===== src/design/ms1dp_pkg.sv =====
// ----------------------------------------------------------------------------
// ms1dp_pkg: shared types and constants for the minimum-steps-to-one block
// Holds the controller state encoding, the command and status bundles
// between controller and datapath, and the fixed field widths.
// ----------------------------------------------------------------------------
package ms1dp_pkg;

    localparam int QUERY_W = 16;
    localparam int STEP_W  = 6;
    localparam int LIM_W   = 17;   // wide enough for any query and for MAX_N up to 2^17 - 1

    localparam logic [STEP_W-1:0] STEP_MAX = 6'd63;

    typedef enum logic [2:0] {
        ST_IDLE,
        ST_CHECK,
        ST_FILL,
        ST_DRAIN,
        ST_READ,
        ST_WAIT,
        ST_RESP
    } t_state;

    typedef enum logic [1:0] {
        ANS_NONE,
        ANS_ERR,
        ANS_FILL,
        ANS_MEM
    } t_ans_sel;

    typedef struct packed {
        logic     load_query;
        logic     issue;
        logic     rd_query;
        t_ans_sel ans_sel;
        logic     out_load;
    } t_dp_cmd;

    typedef struct packed {
        logic query_err;
        logic need_fill;
        logic fill_last;
        logic out_free;
    } t_dp_status;

endpackage


===== src/design/ms1dp_ctrl.sv =====
// ----------------------------------------------------------------------------
// ms1dp_ctrl: sequencer for the minimum-steps-to-one block
// Takes one query at a time, decides between error, table extension and a
// direct table read, and hands the answer to the output register.
// ----------------------------------------------------------------------------
module ms1dp_ctrl (
    input  logic                  i_clk,
    input  logic                  i_rst_n,
    input  logic                  i_in_valid,
    output logic                  o_in_stall,
    input  ms1dp_pkg::t_dp_status i_status,
    output ms1dp_pkg::t_dp_cmd    o_cmd
);

    ms1dp_pkg::t_state r_state;
    ms1dp_pkg::t_state n_state;

    always_ff @(posedge i_clk) begin
        if (!i_rst_n) begin
            r_state <= ms1dp_pkg::ST_IDLE;
        end else begin
            r_state <= n_state;
        end
    end

    always_comb begin
        n_state          = r_state;
        o_cmd.load_query = 1'b0;
        o_cmd.issue      = 1'b0;
        o_cmd.rd_query   = 1'b0;
        o_cmd.ans_sel    = ms1dp_pkg::ANS_NONE;
        o_cmd.out_load   = 1'b0;
        o_in_stall       = 1'b1;
        unique case (r_state)
            ms1dp_pkg::ST_IDLE: begin
                o_in_stall = 1'b0;
                if (i_in_valid) begin
                    o_cmd.load_query = 1'b1;
                    n_state          = ms1dp_pkg::ST_CHECK;
                end
            end
            ms1dp_pkg::ST_CHECK: begin
                if (i_status.query_err) begin
                    o_cmd.ans_sel = ms1dp_pkg::ANS_ERR;
                    n_state       = ms1dp_pkg::ST_RESP;
                end else if (i_status.need_fill) begin
                    n_state = ms1dp_pkg::ST_FILL;
                end else begin
                    n_state = ms1dp_pkg::ST_READ;
                end
            end
            ms1dp_pkg::ST_FILL: begin
                // one new entry enters the fill pipe each cycle
                o_cmd.issue = 1'b1;
                if (i_status.fill_last) begin
                    n_state = ms1dp_pkg::ST_DRAIN;
                end
            end
            ms1dp_pkg::ST_DRAIN: begin
                // the last entry written is the answer
                o_cmd.ans_sel = ms1dp_pkg::ANS_FILL;
                n_state       = ms1dp_pkg::ST_RESP;
            end
            ms1dp_pkg::ST_READ: begin
                o_cmd.rd_query = 1'b1;
                n_state        = ms1dp_pkg::ST_WAIT;
            end
            ms1dp_pkg::ST_WAIT: begin
                o_cmd.ans_sel = ms1dp_pkg::ANS_MEM;
                n_state       = ms1dp_pkg::ST_RESP;
            end
            ms1dp_pkg::ST_RESP: begin
                if (i_status.out_free) begin
                    o_cmd.out_load = 1'b1;
                    n_state        = ms1dp_pkg::ST_IDLE;
                end
            end
            default: begin
                n_state = ms1dp_pkg::ST_IDLE;
            end
        endcase
    end

endmodule


===== config.mk =====
export PLATFORM = sky130hd
export DESIGN_NAME = ms1dp_ctrl
export DESIGN_NICKNAME = d
export VERILOG_FILES = /design/src/design/ms1dp_pkg.sv /design/src/design/ms1dp_ctrl.sv
export SDC_FILE = /design/constraint.sdc
export NUM_CORES = 1
export LEC_CHECK = 0
export BUFFER_PORTS_ARGS = -buffer_cell sky130_fd_sc_hd__buf_4
export CORE_AREA = 2 2 39 41
export DETAILED_ROUTE_END_ITERATION = 10
export DIE_AREA = 0 0 41 43
export SLEW_MARGIN = 20
export SYNTH_ARGS = -nofsm -noshare
export SYNTH_HDL_FRONTEND = slang
export SYNTH_SLANG_ARGS = --single-unit

===== constraint.sdc =====
create_clock -name i_clk -period 3.5 [get_ports i_clk]
set_clock_uncertainty 0.2 [all_clocks]
set_input_delay 0 -clock i_clk [delete_from_list [all_inputs] [get_ports i_clk]]
set_output_delay 0 -clock i_clk [all_outputs]
set_load 0.01 [all_outputs]

==> out/results.ini, run 1 <==
[worst_setup_path]
r2r_setup_slack_ps = 1640
endpoint = r_state[0]
setup.worst_path.start_class = flop
crit_chain = nor3_1, a2111oi_2, dlygate4sd3_1
r2r_end = r_state[0]
critPathLaunch = r_state[1]
max_stage_delay_ps = 590
r2r_cells = 3
r2r-start = r_state[1]
cp.arrival_ps = 1830
cp_max_fo = 12
crit_type = flop to flop
cp_num_cells = 3
crit_buf_inv = 1
cp.required_ps = 3470
slowest_stage = dlygate4sd3_1
endpoint_kind = flop
crit_family = buffers and inverters

[synthesis]
yosys-top-cells-count = 4 x nor2_1, 3 x dfxtp_1, 3 x nor4_1
ys_types = 16
synth.area.top_cells = dfxtp_1 28%, nor4_1 8.9%, a2111oi_2 7.1%, nor2_1 7.1%, nor3b_1 7.1%
synth_most_common_cell = nor2_1
seq_area_frac_synth_pct = 28.4
synth_top_area_share_pct = 28.4
syn_avg_cell_area_um2 = 8.13
synth-main-ff-cell = dfxtp_1
synth_fp_nets = 33
ys_async_sr_fraction_pct = 0
synth-edff-count = 0
synth_area_um2 = 211
syn_inst = 26
yosys.area.top_type = dfxtp_1
synth-seq-cells = 3
yosysWarnings = 0

[place]
place_inst = 53
port_buffers = 13
finalWeightedCongestion = 0.779

[layout]
largest_reg_flops = 3
fin_nets = 54
drive_gt1_share_pct = 37.0
num_antenna_cells = 0
top_register = r_state
syn_to_final_growth_pct = 85.8
instances_no_fill = 62
top_regs = r_state: 3 flops

[drt]
drt_iter0_drc = 2
avgRoutedWirePerCell_um = 9.90
vias_per_cell = 4.06
drt-pass1-iter-count = 3
drt.antenna.violating_nets = 0
vias = 252
totalWireLength_um = 614
drc_errors = 0

[cts]
cts_tree = yes
numCtsBuffers = 3
cts_setup_buffers = 0
clock_sink_count = 3
clkTransAtPathRegs_ps = 40
cts_max_path_buffers = 2
cts_root_buf = clkbuf_4
htreeDepth = 1
holdBufCountCts = 5
insertion_delay_ps = 230
cts_resized = 0

[sta]
slew_violations = 0
fin_tns_setup_ps = 0
final_hold_viol_count = 1
timing.hold.ws_ps = -24.9
fin_crit_sh_pct = 53.2
fmax_mhz = 538
rsz0062_at_grt = false
worst_pin_slew_ps = 403
relSlewSlack_pct = 73.1
setup_viol = 0
layout_min_cycle_time_ps = 1860

[grt]
grt_max_degree = 13
grt_pass1_wl_um = 1050
overflow = 0
antenna_found_initial = 0
track_usage_pct = 9.22
grt_pass1_vias = 238

[die]
initial_core_util_pct = 15.3
dieArea_mm2 = 0.00176
die_w_um = 41
core-area_mm2 = 0.00138
ios = 14
dieHeight_um = 43
row_count = 14

[outcome]
status = finished with violations
violations = hold timing

[run]
max_cap_violations = 0

[pwr]
peakVddDrop_mv = 0.160
p_leak_nw = 0.199
powerDensity_mw_per_mm2 = 396

[hold_path]
hp-class = primary input to flop

==> cell usage in the layout, fill, tap and decap left out, types with 2 or more instances in the layout <==
cell / instances
and2_1: 2
buf_4: 13
clkbuf_4: 3
dfxtp_1: 3
dlygate4sd3_1: 5
inv_1: 2
nor2_1: 4
nor3b_1: 2
nor4_1: 3
==> area by class of cell <==
class	instances	area, um^2
repair buffers	18	148
fillers	159	991
flip-flops and latches	3	60.1
multi-input cells	19	131
inverters	2	7.51
clock buffers	4	26.3
well taps	16	20.0
==> worst reg2reg max path, delay by kind of cell, from the launching register on <==
family                 cells  cell delay (ps)
AOI/OAI and AO/OA          1              330
and+or+nand+nor            1              130
buffers and inverters      1              590
DFF                        1              550
==> where the power goes <==
part	switching [mW]	leakage, nW	internal, mW
combinational	0.0179	0.159	0.0297
sequential	0.0101	0.0248	0.0383
clock	0.0168	0.0150	0.0426
==> through the flow <==
step / cell area [um^2] / hold slack (ps) / power [mW] / utilization, % / setup slack [ps]
after floorplan: 211 / -113 / 0.0706 / - / 2310
after global placement: 317 / 104 / 0.0891 / 22.9 / 2250
after detailed placement: 317 / 107 / 0.0906 / 22.9 / 2200
after CTS: 393 / 15.0 / 0.159 / 28.4 / 1670
after global routing: 393 / 8.02 / 0.171 / 28.4 / 1530
final: 393 / -24.9 / 0.155 / 28.4 / 1640
==> routing by layer <==
metal / routed length (um) / part of all wire [%] / GRT usage, % / vias to the layer above
met3: 41 / 6.7 / 3.66 / 0
met1: 278 / 45 / 11.2 / 109
li1: - / - / - / 134
met4: 0 / 0 / 8.00 / 0
met2: 294 / 48 / 11.9 / 9
met5: 0 / 0 / 0 / -
==> kinds of logic after synthesis <==
| family | count (synthesis) | share of synthesized area, % |
|---|---|---|
| xor+xnor | 1 | 4.14 |
| buf+inv | 4 | 9.47 |
| simple gates | 16 | 46.2 |
| flops | 3 | 28.4 |
| compound gates | 2 | 11.8 |
==> worst min path at each step <==
stage	cells after the start	slack (ps)	from	endpoint
global route	3	8	i_status[3]	r_state[2]
global placement	3	100	i_status[1]	r_state[0]
detailed placement	3	110	i_status[1]	r_state[0]
CTS	3	20	i_status[2]	r_state[2]
floorplan	2	-110	i_in_valid	o_cmd[5]
finish	3	-20	i_status[3]	r_state[2]
(Power assumes the default switching activity.)
==> run 2: changes to the inputs <==
--- a/config.mk
+++ b/config.mk
@@ -5,6 +5,7 @@
 export SDC_FILE = /design/constraint.sdc
 export NUM_CORES = 1
 export LEC_CHECK = 0
+export ABC_AREA = 1
 export BUFFER_PORTS_ARGS = -buffer_cell sky130_fd_sc_hd__buf_4
 export CORE_AREA = 2 2 39 41
 export DETAILED_ROUTE_END_ITERATION = 10
==> constraint.sdc (replaced) <==
create_clock -name i_clk -period 1.8 [get_ports i_clk]
set_clock_uncertainty 0.2 [all_clocks]
set_input_delay 0 -clock i_clk [delete_from_list [all_inputs] [get_ports i_clk]]
set_output_delay 0 -clock i_clk [all_outputs]
set_load 0.01 [all_outputs]
==> out/results.ini, run 2 <==
[outcome]
status = finished clean

[layout]
fin_nets = 73  ; +35%
drive_gt1_share_pct = 30.8  ; -6.2 points
final_common_cell = buf_4
top_register = r_state
mostFrequentLayoutCells = 13 x buf_4, 11 x nand2_1, 8 x inv_1
top_regs = r_state: 3 flops
num_antenna_cells = 0  ; unchanged
largest_reg_flops = 3  ; unchanged
instances_no_fill = 81  ; +31%
nFillCells = 162  ; +1.9%
syn_to_final_growth_pct = 68.8

[synthesis]
synth_most_common_cell = nand2_1
synth_top_area_share_pct = 23.4  ; -5.0 points
yosys-top-cells-count = 11 x nand2_1, 8 x inv_1, 6 x nor2_1
syn_inst = 45  ; +73%
synth-main-ff-cell = dfxtp_1
ys_types = 14  ; -2
ys_async_sr_fraction_pct = 0  ; unchanged
yosys.area.top_type = dfxtp_1
synth-seq-cells = 3  ; unchanged
yosysWarnings = 0  ; unchanged
synth_area_um2 = 256  ; +21%
syn_avg_cell_area_um2 = 5.70  ; -30%
seq_area_frac_synth_pct = 23.4  ; -5.0 points
synth.area.top_cells = dfxtp_1 23%, nand2_1 16%, inv_1 12%, nand3_1 9.8%, nor2_1 8.8%
synth-edff-count = 0  ; unchanged
synth_fp_nets = 52  ; +58%

[pwr]
fin_total_pwr_mw = 0.549  ; +250%
p_leak_nw = 0.250  ; +26%
peakVddDrop_mv = 0.461  ; +190%
powerDensity_mw_per_mm2 = 1270  ; +220%

[grt]
grt_pass1_wl_um = 1010  ; -3.9%
grt_pass1_vias = 269  ; +13%
track_usage_pct = 8.52  ; -0.70 points
grt_max_degree = 9  ; -4
antenna_found_initial = 0  ; unchanged
overflow = 0  ; unchanged

[cts]
numCtsBuffers = 3  ; unchanged
cts_root_buf = clkbuf_4
clock_sink_count = 3  ; unchanged
cts_setup_buffers = 0  ; unchanged
holdBufCountCts = 4  ; -1
cts_tree = yes
cts_max_path_buffers = 2  ; unchanged
insertion_delay_ps = 230  ; about the same
htreeDepth = 1  ; unchanged
clkTransAtPathRegs_ps = 30  ; about the same
cts_resized = 0  ; unchanged

[worst_setup_path]
setup.worst_path.start_class = flop
endpoint_kind = primary output
r2r-start = r_state[0]
cp_max_fo = 8  ; -4
critPathLaunch = r_state[0]
cp.required_ps = 1600  ; -1870 ps
crit_type = flop to primary output
cp.arrival_ps = 1290  ; -540 ps

[sta]
fmax_mhz = 672
final_hold_viol_count = 0  ; -1
fin_tns_setup_ps = 0  ; unchanged
setup_viol = 0  ; unchanged
fin_crit_sh_pct = 82.6
worst_pin_slew_ps = 344  ; -58.7 ps
slew_violations = 0  ; unchanged
relSlewSlack_pct = 77.0  ; +3.9 points
rsz0062_at_grt = false
layout_min_cycle_time_ps = 1490

[hold_path]
hold_start = i_status[2]
hp-class = primary input to flop

[place]
port_buffers = 13  ; unchanged
place_inst = 73  ; +38%
finalWeightedCongestion = 0.800  ; +2.7%
hpwl_um = 494

[die]
initial_core_util_pct = 18.5  ; +3.3 points
dieArea_mm2 = 0.00176  ; unchanged
row_count = 14  ; unchanged
core-area_mm2 = 0.00138  ; unchanged
ios = 14  ; unchanged
dieHeight_um = 43  ; unchanged
die_w_um = 41  ; unchanged

[drt]
vias = 336  ; +33%
drt-pass1-iter-count = 4  ; +1
drt.antenna.violating_nets = 0  ; unchanged
avgRoutedWirePerCell_um = 7.86  ; -21%
drc_errors = 0  ; unchanged
vias_per_cell = 4.15  ; +2.1%
totalWireLength_um = 637  ; +3.7%
drt_iter0_drc = 5  ; +3

[run]
max_cap_violations = 0  ; unchanged

-- run 2: area by class of cell --
type / instances / area [um^2] / area share (%)
tap: 16 / 20.0 / 4.62
multi-input combinational: 31 / 151 / 35.0
inverter: 10 / 37.5 / 8.67
sequential: 3 / 60.1 / 13.9
clock buffer: 4 / 26.3 / 6.07
timing repair buffer: 17 / 138 / 31.8
-- run 2: worst paths after layout --
check	slack (ps)	to	cells past startpoint
min	5	r_state[2]	6
min reg2reg	410	r_state[2]	2
max reg2reg	540	r_state[1]	6
max	310	o_cmd[1]	3
-- run 2: report_power, final --
group | switching, mW | total [mW] | internal, mW | leakage (nW)
sequential | 0.0434 | 0.134 | 0.0903 | 0.0247
clock | 0.0347 | 0.118 | 0.0830 | 0.0150
combinational | 0.162 | 0.298 | 0.136 | 0.211
-- run 2: routing by layer --
metal  track usage (%)  vias up  wire length, um  share of wire, %
li1                  -      179                -                 -
met5                 0        -                0                 0
met3              4.71        0               61               9.6
met4              4.00        0                0                 0
met2              9.06       15              265                42
met1              13.1      142              309                49
-- run 2: logic make-up after synthesis --
group           Yosys count  synth area share (%)
buf+inv                  11                  17.6
simple gates             28                  52.2
flops                     3                  23.4
compound gates            3                  6.83
-- run 2: stage by stage --
| step | utilization (%) | hold WS (ps) | instance area, um^2 | worst slack (ps) |
|---|---|---|---|---|
| 6_report | 31.3 | 5.43 | 433 | 313 |
| 4_1_cts | 31.3 | 1.49 | 433 | 285 |
| 5_1_grt | 31.3 | 60.1 | 433 | 223 |
| 3_3_place_gp | 26.5 | 48.3 | 367 | 524 |
| 2_1_floorplan | - | -91.0 | 256 | 657 |
| 3_5_place_dp | 26.5 | 45.7 | 367 | 536 |
-- run 2: critical path: stages, from the launching register on --
cell and delay [ps]:
dfxtp_1 510, inv_1 150, a211oi_1 230, buf_4 160
